==> src/hw/rtl/akc_pkg.sv <==
// ----------------------------------------------------------------------------
// akc_pkg
// Shared types and constants for the additive keystream byte cipher.
// ----------------------------------------------------------------------------
`default_nettype none

package akc_pkg;

    localparam int DATA_W = 8;
    localparam int RES_W  = 28;
    localparam int POOL_W = 27;
    localparam int BASE_W = 10;
    localparam int ADDR_W = 3;

    localparam logic [RES_W-1:0]  MODULUS_PRIME = 28'd224284387;
    localparam logic [RES_W-1:0]  SCALE_POWER   = 28'd100000000;
    localparam logic [BASE_W-1:0] DIGIT_BASE    = 10'd707;

    // The refill quotient from this reciprocal is low by at most one.
    localparam int                PRIME_SHIFT   = 28;
    localparam logic [POOL_W-1:0] PRIME_RECIP   = 27'd119685306;

    // This reciprocal gives the exact quotient by 707 for any 27-bit pool.
    localparam int                BASE_SHIFT    = 37;
    localparam logic [RES_W-1:0]  BASE_RECIP    = 28'd194397389;

    localparam logic [ADDR_W-3:0] REG_DIRECTION = 1'b0;

    typedef enum logic {
        MODE_ENCRYPT = 1'b0,
        MODE_DECRYPT = 1'b1
    } t_mode;

    typedef struct packed {
        logic [DATA_W-1:0] data;
        logic              last;
    } t_item;

    typedef struct packed {
        logic  valid;
        t_item item;
    } t_queue_out;

endpackage

`default_nettype wire

==> src/hw/rtl/additive_keystream_byte_cipher.sv <==
// ----------------------------------------------------------------------------
// additive_keystream_byte_cipher
// Adds or subtracts a keystream digit to each data byte, modulo 256.
// ----------------------------------------------------------------------------
// Bytes enter on the s_ stream channel (tlast marks the end of a buffer) and
// leave on the m_ channel in the same order, one result per byte, with tlast
// copied. The APB register at address 0 selects encrypt (0) or decrypt (1);
// write it only while no item is in flight.
// Each item passes through the engine steps pop, pool check, reciprocal
// multiply for the divide by 707, digit and byte update, and the output load.
// When the digit pool runs low, a refill adds the steps multiply, remainder,
// one correction step and a new check; it happens about once every two
// bytes, and a new buffer starts with one.
// Until it is full, the input queue keeps accepting while the engine works
// or while a result waits on a stalled receiver; the engine holds its result
// until the output register is free. Reset empties the queue and the output
// register, clears the mode to encrypt and restarts the keystream.
// ----------------------------------------------------------------------------
`default_nettype none

module additive_keystream_byte_cipher
    import akc_pkg::*;
#(
    parameter int QUEUE_DEPTH = 2
) (
    input  wire logic              i_clk,
    input  wire logic              i_rst_n,
    input  wire logic              i_s_tvalid,
    output logic                   o_s_tready,
    input  wire logic [DATA_W-1:0] i_s_tdata,   // [7:0] data_byte
    input  wire logic              i_s_tlast,
    output logic                   o_m_tvalid,
    input  wire logic              i_m_tready,
    output logic [DATA_W-1:0]      o_m_tdata,   // [7:0] out_byte
    output logic                   o_m_tlast,
    input  wire logic              psel,
    input  wire logic              penable,
    input  wire logic              pwrite,
    input  wire logic [ADDR_W-1:0] paddr,
    input  wire logic [31:0]       pwdata,
    output logic [31:0]            prdata,
    output logic                   pready
);

    t_mode       r_mode;
    t_queue_out  w_q;
    logic        w_pop;
    logic        w_sel_dir;

    assign pready    = 1'b1;
    assign w_sel_dir = (paddr[ADDR_W-1:2] == REG_DIRECTION);
    assign prdata    = w_sel_dir ? {31'b0, r_mode} : 32'b0;

    always_ff @(posedge i_clk) begin
        if (!i_rst_n) begin
            r_mode <= MODE_ENCRYPT;
        end else if (psel && penable && pwrite && pready && w_sel_dir) begin
            r_mode <= t_mode'(pwdata[0]);
        end
    end

    akc_front #(
        .DEPTH (QUEUE_DEPTH)
    ) u_front (
        .i_clk      (i_clk),
        .i_rst_n    (i_rst_n),
        .i_s_tvalid (i_s_tvalid),
        .o_s_tready (o_s_tready),
        .i_s_tdata  (i_s_tdata),
        .i_s_tlast  (i_s_tlast),
        .o_q        (w_q),
        .i_pop      (w_pop)
    );

    akc_back u_back (
        .i_clk      (i_clk),
        .i_rst_n    (i_rst_n),
        .i_mode     (r_mode),
        .i_q        (w_q),
        .o_pop      (w_pop),
        .o_m_tvalid (o_m_tvalid),
        .i_m_tready (i_m_tready),
        .o_m_tdata  (o_m_tdata),
        .o_m_tlast  (o_m_tlast)
    );

endmodule

`default_nettype wire

==> src/hw/rtl/akc_front.sv <==
// ----------------------------------------------------------------------------
// akc_front
// Input side: accepts stream items and holds them in a short queue.
// ----------------------------------------------------------------------------
`default_nettype none

module akc_front
    import akc_pkg::*;
#(
    parameter int DEPTH = 2
) (
    input  wire logic              i_clk,
    input  wire logic              i_rst_n,
    input  wire logic              i_s_tvalid,
    output logic                   o_s_tready,
    input  wire logic [DATA_W-1:0] i_s_tdata,   // [7:0] data_byte
    input  wire logic              i_s_tlast,
    output t_queue_out             o_q,
    input  wire logic              i_pop
);

    localparam int PTR_W = (DEPTH > 1) ? $clog2(DEPTH) : 1;
    localparam int CNT_W_Q = $clog2(DEPTH + 1);
    localparam logic [PTR_W-1:0]   LAST_PTR = PTR_W'(DEPTH - 1);
    localparam logic [CNT_W_Q-1:0] FULL_CNT = CNT_W_Q'(DEPTH);

    t_item               r_mem [DEPTH];
    logic [PTR_W-1:0]    r_wptr;
    logic [PTR_W-1:0]    r_rptr;
    logic [CNT_W_Q-1:0]  r_count;
    logic                w_push;
    logic                w_pop;

    assign o_s_tready = (r_count != FULL_CNT);
    assign w_push     = i_s_tvalid && o_s_tready;
    assign w_pop      = i_pop && (r_count != '0);

    assign o_q.valid  = (r_count != '0);
    assign o_q.item   = r_mem[r_rptr];

    always_ff @(posedge i_clk) begin
        if (w_push) begin
            r_mem[r_wptr] <= '{data: i_s_tdata, last: i_s_tlast};
        end
    end

    always_ff @(posedge i_clk) begin
        if (!i_rst_n) begin
            r_wptr  <= '0;
            r_rptr  <= '0;
            r_count <= '0;
        end else begin
            if (w_push) begin
                r_wptr <= (r_wptr == LAST_PTR) ? '0 : r_wptr + 1'b1;
            end
            if (w_pop) begin
                r_rptr <= (r_rptr == LAST_PTR) ? '0 : r_rptr + 1'b1;
            end
            if (w_push && !w_pop) begin
                r_count <= r_count + 1'b1;
            end else if (w_pop && !w_push) begin
                r_count <= r_count - 1'b1;
            end
        end
    end

endmodule

`default_nettype wire

==> src/hw/rtl/akc_back.sv <==
// ----------------------------------------------------------------------------
// akc_back
// Keystream engine: refills the digit pool, extracts one digit per item with
// reciprocal multiplies and drives the registered output.
// ----------------------------------------------------------------------------
`default_nettype none

module akc_back
    import akc_pkg::*;
(
    input  wire logic              i_clk,
    input  wire logic              i_rst_n,
    input  wire t_mode             i_mode,
    input  wire t_queue_out        i_q,
    output logic                   o_pop,
    output logic                   o_m_tvalid,
    input  wire logic              i_m_tready,
    output logic [DATA_W-1:0]      o_m_tdata,   // [7:0] out_byte
    output logic                   o_m_tlast
);

    localparam int MUL_W = RES_W + POOL_W;

    typedef enum logic [7:0] {
        ST_IDLE  = 8'b0000_0001,
        ST_CHECK = 8'b0000_0010,
        ST_MUL   = 8'b0000_0100,
        ST_REM   = 8'b0000_1000,
        ST_FIX   = 8'b0001_0000,
        ST_DIV   = 8'b0010_0000,
        ST_KEY   = 8'b0100_0000,
        ST_EMIT  = 8'b1000_0000
    } t_state;

    t_state              r_state;
    logic [RES_W-1:0]    r_residue;
    logic [POOL_W-1:0]   r_pool;
    logic [POOL_W-1:0]   r_quot;
    logic [RES_W:0]      r_prod;
    logic [RES_W:0]      r_rem;
    t_item               r_item;
    logic                r_out_valid;
    t_item               r_out_item;

    logic [MUL_W-1:0]    w_mix_prod;
    logic [MUL_W-1:0]    w_pool_mul;
    logic [RES_W:0]      w_scaled;
    logic [RES_W:0]      w_quot_mul;
    logic                w_over;
    logic [RES_W-1:0]    w_fix;
    logic [DATA_W-1:0]   w_base_mul;
    logic [DATA_W-1:0]   w_key;
    logic [DATA_W-1:0]   w_result;
    logic                w_slot_free;

    assign w_mix_prod = MUL_W'(r_residue) * MUL_W'(PRIME_RECIP);
    assign w_scaled   = (RES_W+1)'(r_residue) * (RES_W+1)'(SCALE_POWER);
    assign w_quot_mul = (RES_W+1)'(r_quot) * (RES_W+1)'(MODULUS_PRIME);
    assign w_over     = (r_rem >= {1'b0, MODULUS_PRIME});
    assign w_fix      = r_rem[RES_W-1:0] - MODULUS_PRIME;

    assign w_pool_mul = MUL_W'(r_pool) * MUL_W'(BASE_RECIP);
    assign w_base_mul = DATA_W'(r_quot) * DATA_W'(DIGIT_BASE);
    assign w_key      = r_pool[DATA_W-1:0] - w_base_mul;
    assign w_result   = (i_mode == MODE_DECRYPT) ? (r_item.data - w_key)
                                                 : (r_item.data + w_key);

    assign w_slot_free = !r_out_valid || i_m_tready;
    assign o_pop       = (r_state == ST_IDLE) && i_q.valid;

    assign o_m_tvalid  = r_out_valid;
    assign o_m_tdata   = r_out_item.data;
    assign o_m_tlast   = r_out_item.last;

    always_ff @(posedge i_clk) begin
        if (!i_rst_n) begin
            r_state     <= ST_IDLE;
            r_residue   <= SCALE_POWER;
            r_pool      <= '0;
            r_out_valid <= 1'b0;
        end else begin
            if (r_out_valid && i_m_tready) begin
                r_out_valid <= 1'b0;
            end
            unique case (r_state)
                ST_IDLE: begin
                    if (i_q.valid) begin
                        r_item  <= i_q.item;
                        r_state <= ST_CHECK;
                    end
                end
                ST_CHECK: begin
                    if (r_pool <= POOL_W'(DIGIT_BASE)) begin
                        r_state <= ST_MUL;
                    end else begin
                        r_state <= ST_DIV;
                    end
                end
                ST_MUL: begin
                    r_quot  <= w_mix_prod[MUL_W-1:PRIME_SHIFT];
                    r_prod  <= w_scaled;
                    r_state <= ST_REM;
                end
                ST_REM: begin
                    r_rem   <= r_prod - w_quot_mul;
                    r_state <= ST_FIX;
                end
                ST_FIX: begin
                    if (w_over) begin
                        r_residue <= w_fix;
                        r_pool    <= r_quot + 1'b1;
                    end else begin
                        r_residue <= r_rem[RES_W-1:0];
                        r_pool    <= r_quot;
                    end
                    r_state <= ST_CHECK;
                end
                ST_DIV: begin
                    r_quot  <= POOL_W'(w_pool_mul[MUL_W-1:BASE_SHIFT]);
                    r_state <= ST_KEY;
                end
                ST_KEY: begin
                    r_pool      <= r_quot;
                    r_item.data <= w_result;
                    r_state     <= ST_EMIT;
                end
                ST_EMIT: begin
                    if (w_slot_free) begin
                        r_out_valid <= 1'b1;
                        r_out_item  <= r_item;
                        if (r_item.last) begin
                            r_residue <= SCALE_POWER;
                            r_pool    <= '0;
                        end
                        r_state <= ST_IDLE;
                    end
                end
                default: begin
                    r_state <= ST_IDLE;
                end
            endcase
        end
    end

endmodule

`default_nettype wire

==> config.mk <==
export PLATFORM = sky130hd
export DESIGN_NAME = additive_keystream_byte_cipher
export DESIGN_NICKNAME = d
export VERILOG_FILES = /design/src/hw/rtl/akc_pkg.sv /design/src/hw/rtl/additive_keystream_byte_cipher.sv /design/src/hw/rtl/akc_front.sv /design/src/hw/rtl/akc_back.sv
export SDC_FILE = /design/constraint.sdc
export NUM_CORES = 2
export LEC_CHECK = 0
export BUFFER_PORTS_ARGS = -buffer_cell sky130_fd_sc_hd__buf_4
export CORE_MARGIN = 2
export CORE_UTILIZATION = 52
export DETAILED_ROUTE_END_ITERATION = 6
export PLACE_DENSITY = 0.79
export SLEW_MARGIN = 25
export SYNTH_ARGS = -nofsm -noshare
export SYNTH_HDL_FRONTEND = slang
export SYNTH_HIERARCHICAL = 1
export SYNTH_SLANG_ARGS = --single-unit
==> constraint.sdc <==
create_clock -name i_clk -period 15.9 [get_ports i_clk]
set_input_delay 1.59 -clock i_clk [delete_from_list [all_inputs] [get_ports i_clk]]
set_output_delay 1.59 -clock i_clk [all_outputs]
set_load 0.02 [all_outputs]
; Word-level counts from Yosys, hierarchy flattened
; Memory sizes are Yosys's and may differ from the RTL's. A register that Yosys moved wholly into a read port is not among the register bits.
; Cells that the tools add are included.
[classes]
mux = 28
reduce_logical = 28
n_eq_ne = 12
magnitude_cmp = 2
bitwise = 1
add_sub_neg = 10
n_mul = 5
[ops]
columns = op, count
row1 = $mux W28, 3
row2 = $mux W27, 3
row3 = $pmux W27 S3, 1
row4 = $pmux W8 S8, 1
row5 = $pmux W28 S2, 1
row6 = $mul A27 B28 Y55 const B, 1
row7 = $mul A28 B26 Y54 const B, 1
row8 = $pmux W27 S2, 1
row9 = $ge A29 B28 Y1 const B, 1
row10 = $mul A27 B28 Y29 const B, 1
row11 = $sub A29 B29 Y29, 1
row12 = $mul A28 B19 Y21 const B, 1
row13 = $sub A28 B28 Y28 const B, 1
row14 = $add A27 B1 Y27 const B, 1
row15 = $le A27 B10 Y1 const B, 1
row16 = $mux W8, 3
row17 = $pmux W8 S2, 1
row18 = $sub A8 B8 Y8, 2
row19 = $reduce_and A3 Y1, 5
row20 = $mux W1, 10
row21 = $reduce_bool A2 Y1, 5
row22 = $logic_and A1 B1 Y1, 9
row23 = $mux W9, 1
row24 = $add A8 B8 Y8, 1
row25 = other kinds (21), 30
[totals]
input_bits = 51
n_memories = 1
mem_bits_rw = 18
reg_bits = 164
[memory_table]
columns = memory, depth, word_bits, rd, rd_ports_with_merged_regs, write_ports, line_no
row1 = u_front.r_mem, 2, 9, 1, 1, 1, akc_front.sv:27  ; t_item r_mem [DEPTH];

; Longest topological paths before layout
[logic_depth]
depth_word = 6
ltp_mapped = 27
mapped_depth_nobuf = 27

; Modules after synthesis
; Netlist, hierarchy kept.
[modules_own_cells]
columns = module, instances, area_per_inst_um2, cells_per_inst
row1 = akc_back, 1, 40741.6, 4037
row2 = akc_front, 1, 889.6, 52
row3 = additive_keystream_byte_cipher, 1, 315.3, 40

; Least setup slack after synthesis
; Ideal clock, no wire load.
[synth_timing]
path_type = register -> register
startpoint = register u_back.r_pool[3]
endpoint = register u_back.r_quot[17], data pin
arrival_time_ns = 6.485
path_stages_with_launch = 26
synth_period_minus_slack_ns = 6.739
path_slack_ns = 9.161
required_ns = 15.646
path_cell_list = dfxtp_1 clkbuf_1 inv_1 ha_1 ha_1 inv_1 fa_1 inv_1 fa_1 fa_1 fa_1 inv_1 fa_1 inv_1 ha_1 nand3_1 nor3_1 o2111ai_1 a211oi_1 nor3_1 a21boi_1 a21oi_1 o21bai_1 a31oi_1 or2_2 a21o_1
[synth_via]
elab_chain_cells = 2
[synth_rtl]
columns = item, line_no
row1 = from (decl), akc_back.sv:37  ; logic [POOL_W-1:0] r_pool;
row2 = from (signal assigned), akc_back.sv:111  ; r_pool <= r_quot + 1'b1;
row3 = from (signal assigned), akc_back.sv:114  ; r_pool <= r_quot;
row4 = from (signal assigned), akc_back.sv:123  ; r_pool <= r_quot;
row5 = $mul A27 B28 Y55, akc_back.sv:62  ; assign w_pool_mul = MUL_W'(r_pool) * MUL_W'(BASE_RECIP);
row6 = $pmux W27 S2, akc_back.sv:85  ; unique case (r_state)
row7 = to (signal assigned), akc_back.sv:100  ; r_quot <= w_mix_prod[MUL_W-1:PRIME_SHIFT];
row8 = to (signal assigned), akc_back.sv:119  ; r_quot <= POOL_W'(w_pool_mul[MUL_W-1:BASE_SHIFT]);
row9 = to (decl), akc_back.sv:38  ; logic [POOL_W-1:0] r_quot;
; Every way passes these cells.
; A chain may end at the register's enable or synchronous reset.

; Worst setup path in the final report
[layout_timing]
startpoint = register u_back.r_pool[25]
endpoint = register u_back.r_quot[17], data pin
; The elaborated chain is that of the path after synthesis.

==> impl_results.md <==
- Die width: 288 microns
- Die Span Y: 288 microns
- Tcrit/Tclk final: 0.545
- Vias in the first global route: 29988
- Final Hold Fails: 0
- Logic pwr share: 0.291
- Die ar.: 83000 sq um
- Crit path to: u_back/r_quot[17]$_DFFE_PP_
- Avg Inst Size Synth: 10.2 sq um
- Predominant post-synthesis flop cell: edfxtp_1
- Post-route setup TNS: 0 ns
- Largest net degree at the start of global routing: 31
- RSZ-0062 raised after global routing: false
- # DRC: 0
- Worst-case vdd ir drop: 60.2 uV
- Max-Cap Viols: 0
- Met3 Use GR: 0.0346
- Status: finished, final reports clean
- Max-slew headroom: 0.339
- CTS buffer count: 17
- Min Clock Period, post-route: 8.67 ns
- Area added between synthesis and finish: 5.16%
- Pwr Density: 32.5 nW/um^2
- I/O Buffers: 29
- Final HPWL DP: 84.2 mm
- Worst-case clock buffer depth: 2
- Number of synthesized flops with an enable pin: 113
- Cell variety after synth: 80
- Post-CTS resize count: 0
- Wire length per cell: 18.4 microns
- Skew final: 0.0116 ns
- Arr. time, crit path: 8.93 ns
- Final WL: 96.7 mm
- Crit Path Max Fanout: 12
- Layout cell share with drive strength beyond 1: 0.0337
- Via density per instance: 5.24
- Synthesis Warnings: 6
- R2r setup slk: 7.23 ns
- Total number of vias: 27513
- Cts hold-fix bufs: 0
- R2R Path Start: u_back/r_pool[25]$_SDFFE_PN0P_
- FFs w/ async S/R, synth: 0
- Ant. Diodes: 0
- Post-Syn Instances: 4129
- Global-route wire length before repair: 159 mm
- Synthesized flop and latch total: 183
- Post-Synthesis Cell Area: 41900 sq um
- DRT iter0 DRCs: 1583
- Clock-pin slew on the worst setup and hold paths: 0.08 ns
- Fmax: 115 MHz
- Global Route met1 Usage: 0.321
- Leakage: 23.8 nW
- Initial antenna violation count: 0
- GRT Util Overall: 0.247
- Site Rows: 104
- Clock Sink Count: 183
- Hold Path Depth: 0
- Sequential Power Share: 0.394
- Sequential cell area fraction in the yosys report: 0.114
- Worst min path class: reg2reg
- Worst EP required: 16.16 ns
- CP startpoint: u_back/r_pool[25]$_SDFFE_PN0P_
- RePlAce Congestion: 0.970
- Clock power frac: 0.315
- GR peak layer: met2
- Tot Pwr: 0.00143 W
- I/O pin total: 95
- H-Tree Depth: 4
- Psw: 0.000482 W
- Post-route ant nets: 0
- Met2 Usage GRT: 0.422
- Internal power: 0.000951 W
- Reg2Reg Depth: 25
- Post-CTS Setup Inserts: 0
- Worst setup SP type: flop
- Detailed Routing Iterations Pass 1: 5
- GRT Residual Overflow: 0
- Final Slew Violations: 0
- Sw Ratio: 0.336
- Final setup violation count: 0
- Total core area: 80200 sq um
- Starting Density: 0.523
- Worst slew pin tran: 0.989 ns
- Critical path class: reg2reg
- NumNets Final: 5857
- CTS tree: built
- Root Driver: clkbuf_16
- Endpoint type of the worst setup path: flop
- FF-to-FF End: u_back/r_quot[17]$_DFFE_PP_
- Worst-Skew Late Latency: 0.50 ns
==> worst max-delay path, stage by stage, from the launching register on <==
cell	delay (ns)
dfxtp_1	0.75
inv_1	0.19
ha_1	0.48
xor2_1	0.37
ha_1	0.30
inv_1	0.08
fa_1	0.49
fa_1	0.57
inv_1	0.06
fa_1	0.52
fa_1	0.54
inv_1	0.05
fa_1	0.52
inv_1	0.04
ha_1	0.29
nand2_1	0.07
nor3_1	0.64
nand4_1	0.47
a211oi_1	0.46
nor3_2	0.21
a21boi_1	0.26
a21oi_1	0.15
o21bai_1	0.29
a31oi_1	0.15
or2_2	0.31
a21o_1	0.15
==> routing by layer <==
metal,vias up,wire length [microns]
met5,-,0
met4,0,3500
met3,184,5670
met2,717,47000
met1,13668,40500
li1,12944,-
==> cells by family after synthesis <==
kind of cell	synth area share
flops	0.114
compound gates	0.0620
xor+xnor	0.0457
buf+inv	0.118
fa+ha+maj	0.608
other cells	0.000179
mux	0.00361
simple gates	0.0481
==> cell usage in the layout, fill, tap and decap left out, types with 70 or more instances in the layout <==
master,n
inv_1,1228
ha_1,948
fa_1,682
xnor2_1,160
edfxtp_1,113
nand2_1,108
a21oi_1,106
o21ai_0,102
nor2_1,92
dfxtp_1,70
==> through the flow <==
stage / std cells / area, sq um / hold slack [ns] / setup slack (ns) / util
2_1_floorplan: 4159 / 42100 / 0.426 / 9.16 / -
3_3_place_gp: 5217 / 43500 / 0.413 / 7.51 / 0.542
3_5_place_dp: 5217 / 43500 / 0.419 / 7.38 / 0.542
4_1_cts: 5249 / 44100 / 0.441 / 7.35 / 0.550
5_1_grt: 5249 / 44100 / 0.444 / 6.79 / 0.550
6_report: 5249 / 44100 / 0.442 / 7.23 / 0.550
==> power groups by stage <==
stage	clock network, W	registers [W]	logic (W)
floorplan	0	0.000565	0.000331
global placement	0	0.000575	0.000395
detailed placement	0	0.000575	0.000406
CTS	0.000461	0.000565	0.000415
global route	0.000475	0.000568	0.000461
finish	0.000451	0.000565	0.000418
==> cell usage after synthesis (5+ instances only) <==
library cell	instances	area, sq um
a211oi_1	17	128
a21o_1	52	390
a21oi_1	106	531
a31oi_1	9	56.3
a41oi_1	7	61.3
and2_1	8	50.1
and3_1	13	81.3
and4_1	5	43.8
buf_4	32	240
clkbuf_1	21	78.8
dfxtp_1	70	1400
edfxtp_1	113	3390
fa_1	682	13700
ha_1	948	11900
inv_1	1228	4610
mux2_2	9	101
mux2i_1	5	50.1
nand2_1	108	405
nand2b_1	22	138
nand3_1	46	230
nand4_1	15	93.8
nor2_1	92	345
nor2b_1	13	81.3
nor3_1	24	120
nor3b_1	6	45.0
nor4_1	10	62.6
o21a_1	11	82.6
o21ai_0	102	510
o21ai_1	8	40.0
o21bai_1	11	82.6
o22a_1	11	96.3
o22ai_1	9	56.3
or2_2	16	100
or3_1	9	56.3
xnor2_1	160	1400
xor2_1	59	517
==> cell type report <==
type                       count  area, sq um
sequential                   183         4790
inverter                    1228         4610
multi-input combinational   2692        32300
tap                         1060         1330
fill                        6860        36000
clock buffer                  17          425
clock inverter                15          206
timing repair buffer          54          405
==> registers in the layout (all words and copies together), names as in the netlist, named ones only <==
name / flops
u_front/r_count: 2
u_front/r_mem: 18
u_back/r_state: 8
u_back/r_rem: 29
u_back/o_m_tvalid: 1
u_front/r_rptr: 1
u_back/r_residue: 28
u_front/r_wptr: 1
u_back/r_pool: 27
u_back/r_quot: 27
u_back/r_prod: 21
u_back/o_m_tlast: 1
u_back/o_m_tdata: 8
r_mode: 1
u_back/r_item: 9
==> worst min-delay path by stage <==
| stage | startpoint | endpoint | slack (ns) |
|---|---|---|---|
| global route | u_back/r_residue[1]$_SDFFE_PN0P_ | u_back/r_prod[9]$_DFFE_PP_ | 0.44 |
| CTS | u_back/r_residue[1]$_SDFFE_PN0P_ | u_back/r_prod[9]$_DFFE_PP_ | 0.44 |
| detailed placement | u_back/r_residue[1]$_SDFFE_PN0P_ | u_back/r_prod[9]$_DFFE_PP_ | 0.42 |
| floorplan | u_back/r_item[0]$_DFFE_PP_ | u_back/o_m_tlast$_DFFE_PP_ | 0.43 |
| global placement | u_back/r_residue[1]$_SDFFE_PN0P_ | u_back/r_prod[9]$_DFFE_PP_ | 0.41 |
| finish | u_back/r_residue[1]$_SDFFE_PN0P_ | u_back/r_prod[9]$_DFFE_PP_ | 0.44 |
Note: power is estimated with default switching activity, not from simulation.
